--- src/rtl/sfp_pkg.sv ---
// Shared types, constants and the CRC-8 step function for the sensor frame parser.
// Used by sfp_front, sfp_queue, sfp_back and sensor_frame_parser_crc8.
// No dependencies.
package sfp_pkg;

    // CRC-8, polynomial x^8 + x^4 + x^3 + x^2 + 1, MSB first
    localparam logic [7:0] CRC_POLY = 8'h1D;
    localparam logic [7:0] CRC_MSB  = 8'h80;

    // frame layout codes
    localparam logic [7:0] HDR_OK      = 8'h01;
    localparam logic [7:0] TYPE_SENSOR = 8'hAA;
    localparam logic [7:0] TYPE_PARAM  = 8'hBB;

    // minimum frame lengths in bytes
    localparam logic [3:0] LEN_MIN    = 4'd2;
    localparam logic [3:0] LEN_SENSOR = 4'd8;
    localparam logic [3:0] LEN_PARAM  = 4'd7;

    // byte positions inside a frame
    localparam logic [3:0] POS_HDR     = 4'd0;
    localparam logic [3:0] POS_TYPE    = 4'd1;
    localparam logic [3:0] POS_ID      = 4'd2;
    localparam logic [3:0] POS_PL_LO   = 4'd3;
    localparam logic [3:0] POS_PL_HI   = 4'd6;
    localparam logic [3:0] POS_PCHECK  = 4'd6;
    localparam logic [3:0] POS_SCHECK  = 4'd7;
    localparam logic [3:0] COUNT_MAX   = 4'd15;

    // default depth of the record queue between front and back
    localparam int QUEUE_DEPTH = 4;

    // result status codes
    typedef enum logic [2:0] {
        ST_SENSOR_OK  = 3'd0,
        ST_PARAM_OK   = 3'd1,
        ST_BAD_HEADER = 3'd2,
        ST_CRC_ERROR  = 3'd3,
        ST_UNKNOWN    = 3'd4,
        ST_TOO_SHORT  = 3'd5
    } status_t;

    // one classified frame, handed from front to back
    typedef struct packed {
        status_t     status;
        logic [7:0]  id;
        logic [31:0] payload;
        logic [7:0]  check;
        logic [7:0]  crc;
    } frame_rec_t;

    // queue handshake between front and back
    typedef struct packed {
        logic full;
        logic empty;
    } queue_flags_t;

    // one byte of CRC-8, eight shift steps
    function automatic logic [7:0] crc8_byte(input logic [7:0] acc, input logic [7:0] b);
        logic [7:0] c;
        c = acc ^ b;
        for (int k = 0; k < 8; k++) begin
            if ((c & CRC_MSB) != 8'h00)
            begin
                c = {c[6:0], 1'b0} ^ CRC_POLY;
            end
            else
            begin
                c = {c[6:0], 1'b0};
            end
        end
        return c;
    endfunction

endpackage

--- src/rtl/sfp_front.sv ---
// Front end: takes frame bytes, runs the CRC, captures layout fields and
// classifies each frame at its last byte. Depends on sfp_pkg.
module sfp_front
(
    input  logic               clk,
    input  logic               rst_n,
    input  logic [7:0]         data_byte,
    input  logic               end_of_frame,
    input  logic               accept,
    output logic               push,
    output sfp_pkg::frame_rec_t push_rec
);

    logic [7:0]  crc_reg,     crc_next;
    logic [3:0]  count_reg,   count_next;
    logic [7:0]  header_reg,  header_next;
    logic [7:0]  type_reg,    type_next;
    logic [7:0]  id_reg,      id_next;
    logic [31:0] payload_reg, payload_next;
    logic [7:0]  scheck_reg,  scheck_next;
    logic [7:0]  pcheck_reg,  pcheck_next;
    sfp_pkg::status_t status_c;

    // per-byte update of the frame state
    always_comb
    begin
        crc_next     = sfp_pkg::crc8_byte(crc_reg, data_byte);
        header_next  = header_reg;
        type_next    = type_reg;
        id_next      = id_reg;
        payload_next = payload_reg;
        scheck_next  = scheck_reg;
        pcheck_next  = pcheck_reg;
        if (count_reg == sfp_pkg::POS_HDR)
        begin
            header_next = data_byte;
        end
        else if (count_reg == sfp_pkg::POS_TYPE)
        begin
            type_next = data_byte;
        end
        else if (count_reg == sfp_pkg::POS_ID)
        begin
            id_next = data_byte;
        end
        if (count_reg >= sfp_pkg::POS_PL_LO && count_reg <= sfp_pkg::POS_PL_HI)
        begin
            payload_next = {payload_reg[23:0], data_byte};
        end
        if (count_reg == sfp_pkg::POS_PCHECK)
        begin
            pcheck_next = data_byte;
        end
        if (count_reg == sfp_pkg::POS_SCHECK)
        begin
            scheck_next = data_byte;
        end
        count_next = (count_reg == sfp_pkg::COUNT_MAX) ? count_reg : count_reg + 4'd1;
    end

    // classification: header, then CRC, then length and type
    always_comb
    begin
        if (header_next != sfp_pkg::HDR_OK)
        begin
            status_c = sfp_pkg::ST_BAD_HEADER;
        end
        else if (crc_next != 8'h00)
        begin
            status_c = sfp_pkg::ST_CRC_ERROR;
        end
        else if (count_next < sfp_pkg::LEN_MIN)
        begin
            status_c = sfp_pkg::ST_TOO_SHORT;
        end
        else if (type_next == sfp_pkg::TYPE_SENSOR)
        begin
            status_c = (count_next < sfp_pkg::LEN_SENSOR) ? sfp_pkg::ST_TOO_SHORT
                                                          : sfp_pkg::ST_SENSOR_OK;
        end
        else if (type_next == sfp_pkg::TYPE_PARAM)
        begin
            status_c = (count_next < sfp_pkg::LEN_PARAM) ? sfp_pkg::ST_TOO_SHORT
                                                         : sfp_pkg::ST_PARAM_OK;
        end
        else
        begin
            status_c = sfp_pkg::ST_UNKNOWN;
        end
    end

    // record for the queue
    always_comb
    begin
        push_rec.status  = status_c;
        push_rec.id      = id_next;
        push_rec.payload = payload_next;
        push_rec.check   = (status_c == sfp_pkg::ST_PARAM_OK) ? pcheck_next : scheck_next;
        push_rec.crc     = crc_next;
    end

    assign push = accept & end_of_frame;

    // frame state; cleared at the end of each frame
    always_ff @(posedge clk or negedge rst_n)
    begin
        if (!rst_n)
        begin
            crc_reg     <= '0;
            count_reg   <= '0;
            header_reg  <= '0;
            type_reg    <= '0;
            id_reg      <= '0;
            payload_reg <= '0;
            scheck_reg  <= '0;
            pcheck_reg  <= '0;
        end
        else if (accept)
        begin
            if (end_of_frame)
            begin
                crc_reg     <= '0;
                count_reg   <= '0;
                header_reg  <= '0;
                type_reg    <= '0;
                id_reg      <= '0;
                payload_reg <= '0;
                scheck_reg  <= '0;
                pcheck_reg  <= '0;
            end
            else
            begin
                crc_reg     <= crc_next;
                count_reg   <= count_next;
                header_reg  <= header_next;
                type_reg    <= type_next;
                id_reg      <= id_next;
                payload_reg <= payload_next;
                scheck_reg  <= scheck_next;
                pcheck_reg  <= pcheck_next;
            end
        end
    end

endmodule

--- src/rtl/sfp_queue.sv ---
// Short record queue between the front end and the back end.
// Depends on sfp_pkg for the record type.
module sfp_queue
#(
    parameter int DEPTH = sfp_pkg::QUEUE_DEPTH
)
(
    input  logic                 clk,
    input  logic                 rst_n,
    input  logic                 push,
    input  sfp_pkg::frame_rec_t  push_rec,
    input  logic                 pop,
    output sfp_pkg::frame_rec_t  pop_rec,
    output sfp_pkg::queue_flags_t flags
);

    localparam int PTR_W = $clog2(DEPTH);
    localparam int CNT_W = $clog2(DEPTH + 1);

    sfp_pkg::frame_rec_t entry_reg [DEPTH];
    logic [PTR_W-1:0] wr_ptr_reg, wr_ptr_next;
    logic [PTR_W-1:0] rd_ptr_reg, rd_ptr_next;
    logic [CNT_W-1:0] count_reg,  count_next;

    assign flags.full  = (count_reg == CNT_W'(DEPTH));
    assign flags.empty = (count_reg == '0);
    assign pop_rec     = entry_reg[rd_ptr_reg];

    // pointer and fill count update
    always_comb
    begin
        wr_ptr_next = wr_ptr_reg;
        rd_ptr_next = rd_ptr_reg;
        count_next  = count_reg;
        if (push)
        begin
            wr_ptr_next = (wr_ptr_reg == PTR_W'(DEPTH - 1)) ? '0 : wr_ptr_reg + PTR_W'(1);
        end
        if (pop)
        begin
            rd_ptr_next = (rd_ptr_reg == PTR_W'(DEPTH - 1)) ? '0 : rd_ptr_reg + PTR_W'(1);
        end
        if (push && !pop)
        begin
            count_next = count_reg + CNT_W'(1);
        end
        else if (pop && !push)
        begin
            count_next = count_reg - CNT_W'(1);
        end
    end

    always_ff @(posedge clk or negedge rst_n)
    begin
        if (!rst_n)
        begin
            wr_ptr_reg <= '0;
            rd_ptr_reg <= '0;
            count_reg  <= '0;
        end
        else
        begin
            wr_ptr_reg <= wr_ptr_next;
            rd_ptr_reg <= rd_ptr_next;
            count_reg  <= count_next;
        end
    end

    // entry storage, no reset needed
    always_ff @(posedge clk)
    begin
        if (push)
        begin
            entry_reg[wr_ptr_reg] <= push_rec;
        end
    end

    // checks on queue bookkeeping
    a_no_push_full: assert property (@(posedge clk) disable iff (!rst_n)
        push |-> !flags.full)
        else $error("queue push while full");
    a_no_pop_empty: assert property (@(posedge clk) disable iff (!rst_n)
        pop |-> !flags.empty)
        else $error("queue pop while empty");
    a_count_bound: assert property (@(posedge clk) disable iff (!rst_n)
        count_reg <= CNT_W'(DEPTH))
        else $error("queue count above depth");
    a_count_step: assert property (@(posedge clk) disable iff (!rst_n)
        (push && !pop) |=> (count_reg == $past(count_reg) + CNT_W'(1)))
        else $error("queue count did not advance on push");

endmodule

--- src/rtl/sfp_back.sv ---
// Back end: formats one queued frame record into the result register and
// holds it until the receiver takes it. Depends on sfp_pkg.
module sfp_back
(
    input  logic                clk,
    input  logic                rst_n,
    input  logic                rec_valid,
    input  sfp_pkg::frame_rec_t rec,
    output logic                pop,
    input  logic                out_stall,
    output logic                out_valid,
    output logic [2:0]          status,
    output logic [7:0]          record_id,
    output logic [31:0]         sensor_word,
    output logic [7:0]          name_first,
    output logic [7:0]          name_second,
    output logic [7:0]          param_value,
    output logic [7:0]          check_byte,
    output logic [7:0]          crc_remainder
);

    logic        valid_reg, valid_next;
    logic [2:0]  status_reg,  status_next;
    logic [7:0]  id_reg,      id_next;
    logic [31:0] sword_reg,   sword_next;
    logic [7:0]  name1_reg,   name1_next;
    logic [7:0]  name2_reg,   name2_next;
    logic [7:0]  value_reg,   value_next;
    logic [7:0]  check_reg,   check_next;
    logic [7:0]  crc_reg,     crc_next;

    // load a new result when the register is empty or being taken
    assign pop = rec_valid & (~valid_reg | ~out_stall);

    always_comb
    begin
        if (pop)
        begin
            valid_next = 1'b1;
        end
        else if (out_stall)
        begin
            valid_next = valid_reg;
        end
        else
        begin
            valid_next = 1'b0;
        end
    end

    // field selection by status; unused fields read zero
    always_comb
    begin
        status_next = rec.status;
        id_next     = '0;
        sword_next  = '0;
        name1_next  = '0;
        name2_next  = '0;
        value_next  = '0;
        check_next  = '0;
        crc_next    = rec.crc;
        case (rec.status)
            sfp_pkg::ST_SENSOR_OK:
            begin
                id_next    = rec.id;
                sword_next = rec.payload;
                check_next = rec.check;
            end
            sfp_pkg::ST_PARAM_OK:
            begin
                id_next    = rec.id;
                name1_next = rec.payload[31:24];
                name2_next = rec.payload[23:16];
                value_next = rec.payload[15:8];
                check_next = rec.check;
            end
            default:
            begin
                id_next = '0;
            end
        endcase
    end

    always_ff @(posedge clk or negedge rst_n)
    begin
        if (!rst_n)
        begin
            valid_reg <= 1'b0;
        end
        else
        begin
            valid_reg <= valid_next;
        end
    end

    // result payload, loaded only on pop
    always_ff @(posedge clk)
    begin
        if (pop)
        begin
            status_reg <= status_next;
            id_reg     <= id_next;
            sword_reg  <= sword_next;
            name1_reg  <= name1_next;
            name2_reg  <= name2_next;
            value_reg  <= value_next;
            check_reg  <= check_next;
            crc_reg    <= crc_next;
        end
    end

    assign out_valid     = valid_reg;
    assign status        = status_reg;
    assign record_id     = id_reg;
    assign sensor_word   = sword_reg;
    assign name_first    = name1_reg;
    assign name_second   = name2_reg;
    assign param_value   = value_reg;
    assign check_byte    = check_reg;
    assign crc_remainder = crc_reg;

endmodule

--- src/rtl/sensor_frame_parser_crc8.sv ---
// Sensor frame parser with CRC-8 check (poly 0x1D, init 0, MSB first).
// Byte input channel: data_byte/end_of_frame with in_valid/in_stall.
// Result channel: status and frame fields with out_valid/out_stall.
//
// One byte is accepted per cycle while in_stall is low. The byte marked
// end_of_frame closes the frame; its classified record enters a short queue
// when that byte is taken and moves on from there into the result register,
// which raises out_valid. Sustained rate is one byte per cycle while
// in_stall is low and one result per frame; the limit is the CRC-8 byte
// step, computed combinationally in the front end.
// While the receiver stalls, the result register holds its value and the
// queue keeps absorbing frames; once the queue (QUEUE_DEPTH records) is
// full, in_stall rises and the front end waits.
// Reset (rst_n low, asynchronous) clears the CRC, byte count and frame
// fields, empties the queue and drops out_valid.
// Depends on sfp_pkg, sfp_front, sfp_queue, sfp_back.
module sensor_frame_parser_crc8
#(
    parameter int QUEUE_DEPTH = sfp_pkg::QUEUE_DEPTH
)
(
    input  logic        clk,
    input  logic        rst_n,
    input  logic        in_valid,
    output logic        in_stall,
    input  logic [7:0]  data_byte,
    input  logic        end_of_frame,
    output logic        out_valid,
    input  logic        out_stall,
    output logic [2:0]  status,
    output logic [7:0]  record_id,
    output logic [31:0] sensor_word,
    output logic [7:0]  name_first,
    output logic [7:0]  name_second,
    output logic [7:0]  param_value,
    output logic [7:0]  check_byte,
    output logic [7:0]  crc_remainder
);

    logic                  accept;
    logic                  push;
    logic                  pop;
    sfp_pkg::frame_rec_t   push_rec;
    sfp_pkg::frame_rec_t   pop_rec;
    sfp_pkg::queue_flags_t flags;

    // input request handshake
    assign in_stall = flags.full;
    assign accept   = in_valid & ~flags.full;

    sfp_front u_front
    (
        .clk          (clk),
        .rst_n        (rst_n),
        .data_byte    (data_byte),
        .end_of_frame (end_of_frame),
        .accept       (accept),
        .push         (push),
        .push_rec     (push_rec)
    );

    sfp_queue #(.DEPTH(QUEUE_DEPTH)) u_queue
    (
        .clk      (clk),
        .rst_n    (rst_n),
        .push     (push),
        .push_rec (push_rec),
        .pop      (pop),
        .pop_rec  (pop_rec),
        .flags    (flags)
    );

    sfp_back u_back
    (
        .clk           (clk),
        .rst_n         (rst_n),
        .rec_valid     (~flags.empty),
        .rec           (pop_rec),
        .pop           (pop),
        .out_stall     (out_stall),
        .out_valid     (out_valid),
        .status        (status),
        .record_id     (record_id),
        .sensor_word   (sensor_word),
        .name_first    (name_first),
        .name_second   (name_second),
        .param_value   (param_value),
        .check_byte    (check_byte),
        .crc_remainder (crc_remainder)
    );

endmodule

--- config.mk ---
export PLATFORM = sky130hd
export DESIGN_NAME = sensor_frame_parser_crc8
export DESIGN_NICKNAME = d
export VERILOG_FILES = /design/src/rtl/sfp_pkg.sv /design/src/rtl/sfp_front.sv /design/src/rtl/sfp_queue.sv /design/src/rtl/sfp_back.sv /design/src/rtl/sensor_frame_parser_crc8.sv
export SDC_FILE = /design/constraint.sdc
export NUM_CORES = 1
export LEC_CHECK = 0
export CORE_ASPECT_RATIO = 0.9
export CORE_UTILIZATION = 45
export CTS_CLUSTER_SIZE = 25
export DETAILED_ROUTE_END_ITERATION = 8
export DONT_BUFFER_PORTS = 1
export PLACE_DENSITY_LB_ADDON = 0.1
export REMOVE_ABC_BUFFERS = 1
export SYNTH_ARGS = -nofsm -noshare
export SYNTH_HDL_FRONTEND = slang
export SYNTH_HIERARCHICAL = 1
export SYNTH_SLANG_ARGS = --single-unit
--- constraint.sdc ---
create_clock -name clk -period 7.8 [get_ports clk]
set_clock_uncertainty 0.2 [all_clocks]
set_input_delay 1.56 -clock clk [delete_from_list [all_inputs] [get_ports clk]]
set_output_delay 1.56 -clock clk [all_outputs]
set_load 0.03 [all_outputs]
==> flow_summary.toml <==
[run_status]
status = "finished, final reports clean"

[job]
max_cap_violations = 0

[pwr]
p_clk_frac = 0.274
combPwrFrac = 0.256
seqPwrFrac = 0.470
ir_worst_vdd_v = 0.0002537
power_density_nw_per_um2 = 399.4
swShare = 0.3259
p_sw_uw = 2480
p_leak_uw = 0.006510
internal_power_uw = 5130

[critical_path]
reg2reg_depth = 8
critPathMaxFanout = 10
end_kind = "flop"
arrival_ns = 4.16
crit_required_ns = 7.87
startpoint_type = "primary input"
critPathKind = "in2reg"
rrSetupSlack_ns = 3.73

[clocking]
htree_levels = 2
clkTransAtPathRegs_ns = 0.05
cts_tree = "done"
clock_sinks = 411
clock_path_buffers = 3
root_buffer = "clkbuf_16"
ctsHoldBuffers = 0
cts_setup_buffers = 0
numCtsBuffers = 44
ctsResizeCount = 0
clk_latency_ns = 0.55

[floorplanning]
start_util = 0.4616
die_area_um2 = 39400
rows = 67
coreArea_um2 = 37640
die_h_um = 188.4
chipWidth_um = 209.1
ios = 98

[drt]
dr.pass1.iters = 5
vias_per_cell = 5.901
drc = 0
ant_nets = 0
wirelength_um = 35070
post_drt_wl_per_cell_um = 24.05
routed-via-count = 8604
drt_iter0_drc = 547

[timing]
hold_violations = 0
slew_headroom = 0.2091
finalCritPeriodShare = 0.5242
period_minus_slack_ns = 4.089
layout_setup_ws_ns = 3.711
grt_setup_unrepaired = "no"
finalMaxSlewViolations = 0
finalSetupViolations = 0
max_freq_mhz = 244.6
worstMarginPinSlew_ns = 1.184

[logic_synthesis]
yosysMostFrequentCell = "edfxtp_1"
yosysUniqueCellTypes = 65
synth_adder_area_share = 0.008354
ys_seq_area_frac = 0.6839
syn_area_per_cell_um2 = 18.21
synth_top_family_by_area = "multiplexers"
synth_compound_area_frac = 0.06993
synth_top_area_frac = 0.5514
yosys.area_share.simple = 0.08153
yosys.area.top_type = "edfxtp_1"
yosys_most_used_dff = "edfxtp_1"
synth_common_cells = "319 x edfxtp_1, 92 x dfrtp_1, 58 x mux4_2"
async_flop_share = 0.2238
netlist_area_um2 = 17370
ys_ff_latch = 411
synth_edf_count = 319
synthMuxAreaShare = 0.1006
synth-xor-area-share = 0.01916
synthCells = 954
yosys-top-cells-area = "edfxtp_1 55%, dfrtp_1 13%, mux4_2 7.5%"
yosys_warnings = 6

[final_layout]
area_growth_pct = 9.651
fillers = 2978
final_cells = 1458
drive_above_1_share = 0.2472
antenna_cells = 0
largest_register_ffs = 236
nNetsFinal = 965

[placement]
place_inst = 1378
pre_cts_ws_ns = 3.154
io_buffers = 0
hpwlAfterDp_um = 19820
gp_congestion = 0.7931

[global_route]
antenna_found_initial = 0
grt_pass1_vias = 8992
grt_pass1_wl_um = 54840
grt-ovfl-total = 0
track_usage = 0.1829
grt_max_degree = 93

[hold_path]
hp-class = "reg2reg"
hold_depth = 1
==> per-layer routing <==
layer | wire (um) | vias to the layer above | global-route usage
met5 | 0 | - | 0
met4 | 645 | 0 | 0.04779
met3 | 1718 | 52 | 0.03783
met2 | 16330 | 217 | 0.2869
met1 | 16380 | 4503 | 0.2608
li1 | - | 3832 | -
==> per-stage QoR <==
step	power, uW	utilization	TNS [ns]	cell area, um2	hold WS, ns
floorplan	5043	-	-76.62	16840	0.2563
global placement	5525	0.4673	0	17590	0.2734
detailed placement	5601	0.4673	0	17590	0.2801
CTS	7711	0.5061	0	19050	0.2890
global route	7983	0.5061	0	19050	0.2997
finish	7609	0.5061	0	19050	0.2843
==> power groups by stage <==
stage               Sequential [uW]  Clock, uW  Combinational [uW]
floorplan                      3620          0                1420
global placement               3610          0                1920
detailed placement             3620          0                1980
CTS                            3580       2140                1990
global route                   3630       2230                2120
finish                         3570       2090                1950
==> critical path: stages <==
cell       delay (ns)
xnor2_2          0.26
xnor3_1          0.51
nand4bb_1        0.28
a2111oi_4        0.57
mux2i_1          0.37
a221oi_1         0.60
==> kinds of logic after synthesis <==
group | Yosys count
flip-flops | 411
XOR/XNOR | 27
buffers and inverters | 101
AND/OR/NAND/NOR | 156
AO/OA/AOI/OAI | 152
multiplexers | 96
adder cells (fa/ha/maj) | 11
==> cell usage in the layout (no fill, tap or decap), drive strengths merged, types with 8 or more instances in the layout <==
master     n
xor2       9
nor4b     34
mux2      36
ha        10
mux4      59
a221oi     8
a22o      47
a22oi     33
xnor2     15
buf       14
nor3      12
nor3b     18
o22ai     10
nor4bb    21
o2bb2ai   26
edfxtp   319
inv       29
nor2      18
clkbuf    65
clkinv     9
o21ai     14
dfrtp     92
nand2     17
==> cell type report <==
type                            instances  area, um2  share of cell area
Clock buffer                           65       1250             0.06562
Clock inverter                         15      209.0             0.01097
Inverter                               28      105.1            0.005517
Sequential cell                       411      11890              0.6240
Timing Repair Buffer                   14      105.1            0.005517
Tap cell                              483      604.3             0.03172
Multi-Input combinational cell        442       4890              0.2567
==> path summary, 6_finish.rpt <==
path / start / end
setup / recovery: data_byte[6] / u_queue/entry_reg[0][11]$_DFFE_PP_
hold / removal: u_queue/count_reg[2]$_DFFE_PN0P_ / u_queue/count_reg[2]$_DFFE_PN0P_
setup reg to reg: u_front/count_reg[0]$_DFFE_PN0P_ / u_queue/entry_reg[0][11]$_DFFE_PP_
hold reg to reg: u_queue/count_reg[2]$_DFFE_PN0P_ / u_queue/count_reg[2]$_DFFE_PN0P_
max in group asynchronous: rst_n / u_queue/rd_ptr_reg[0]$_DFFE_PN0P_
min in group asynchronous: rst_n / u_front/payload_reg[30]$_DFFE_PN0P_
No activity file was read; power rests on OpenSTA's default activity.
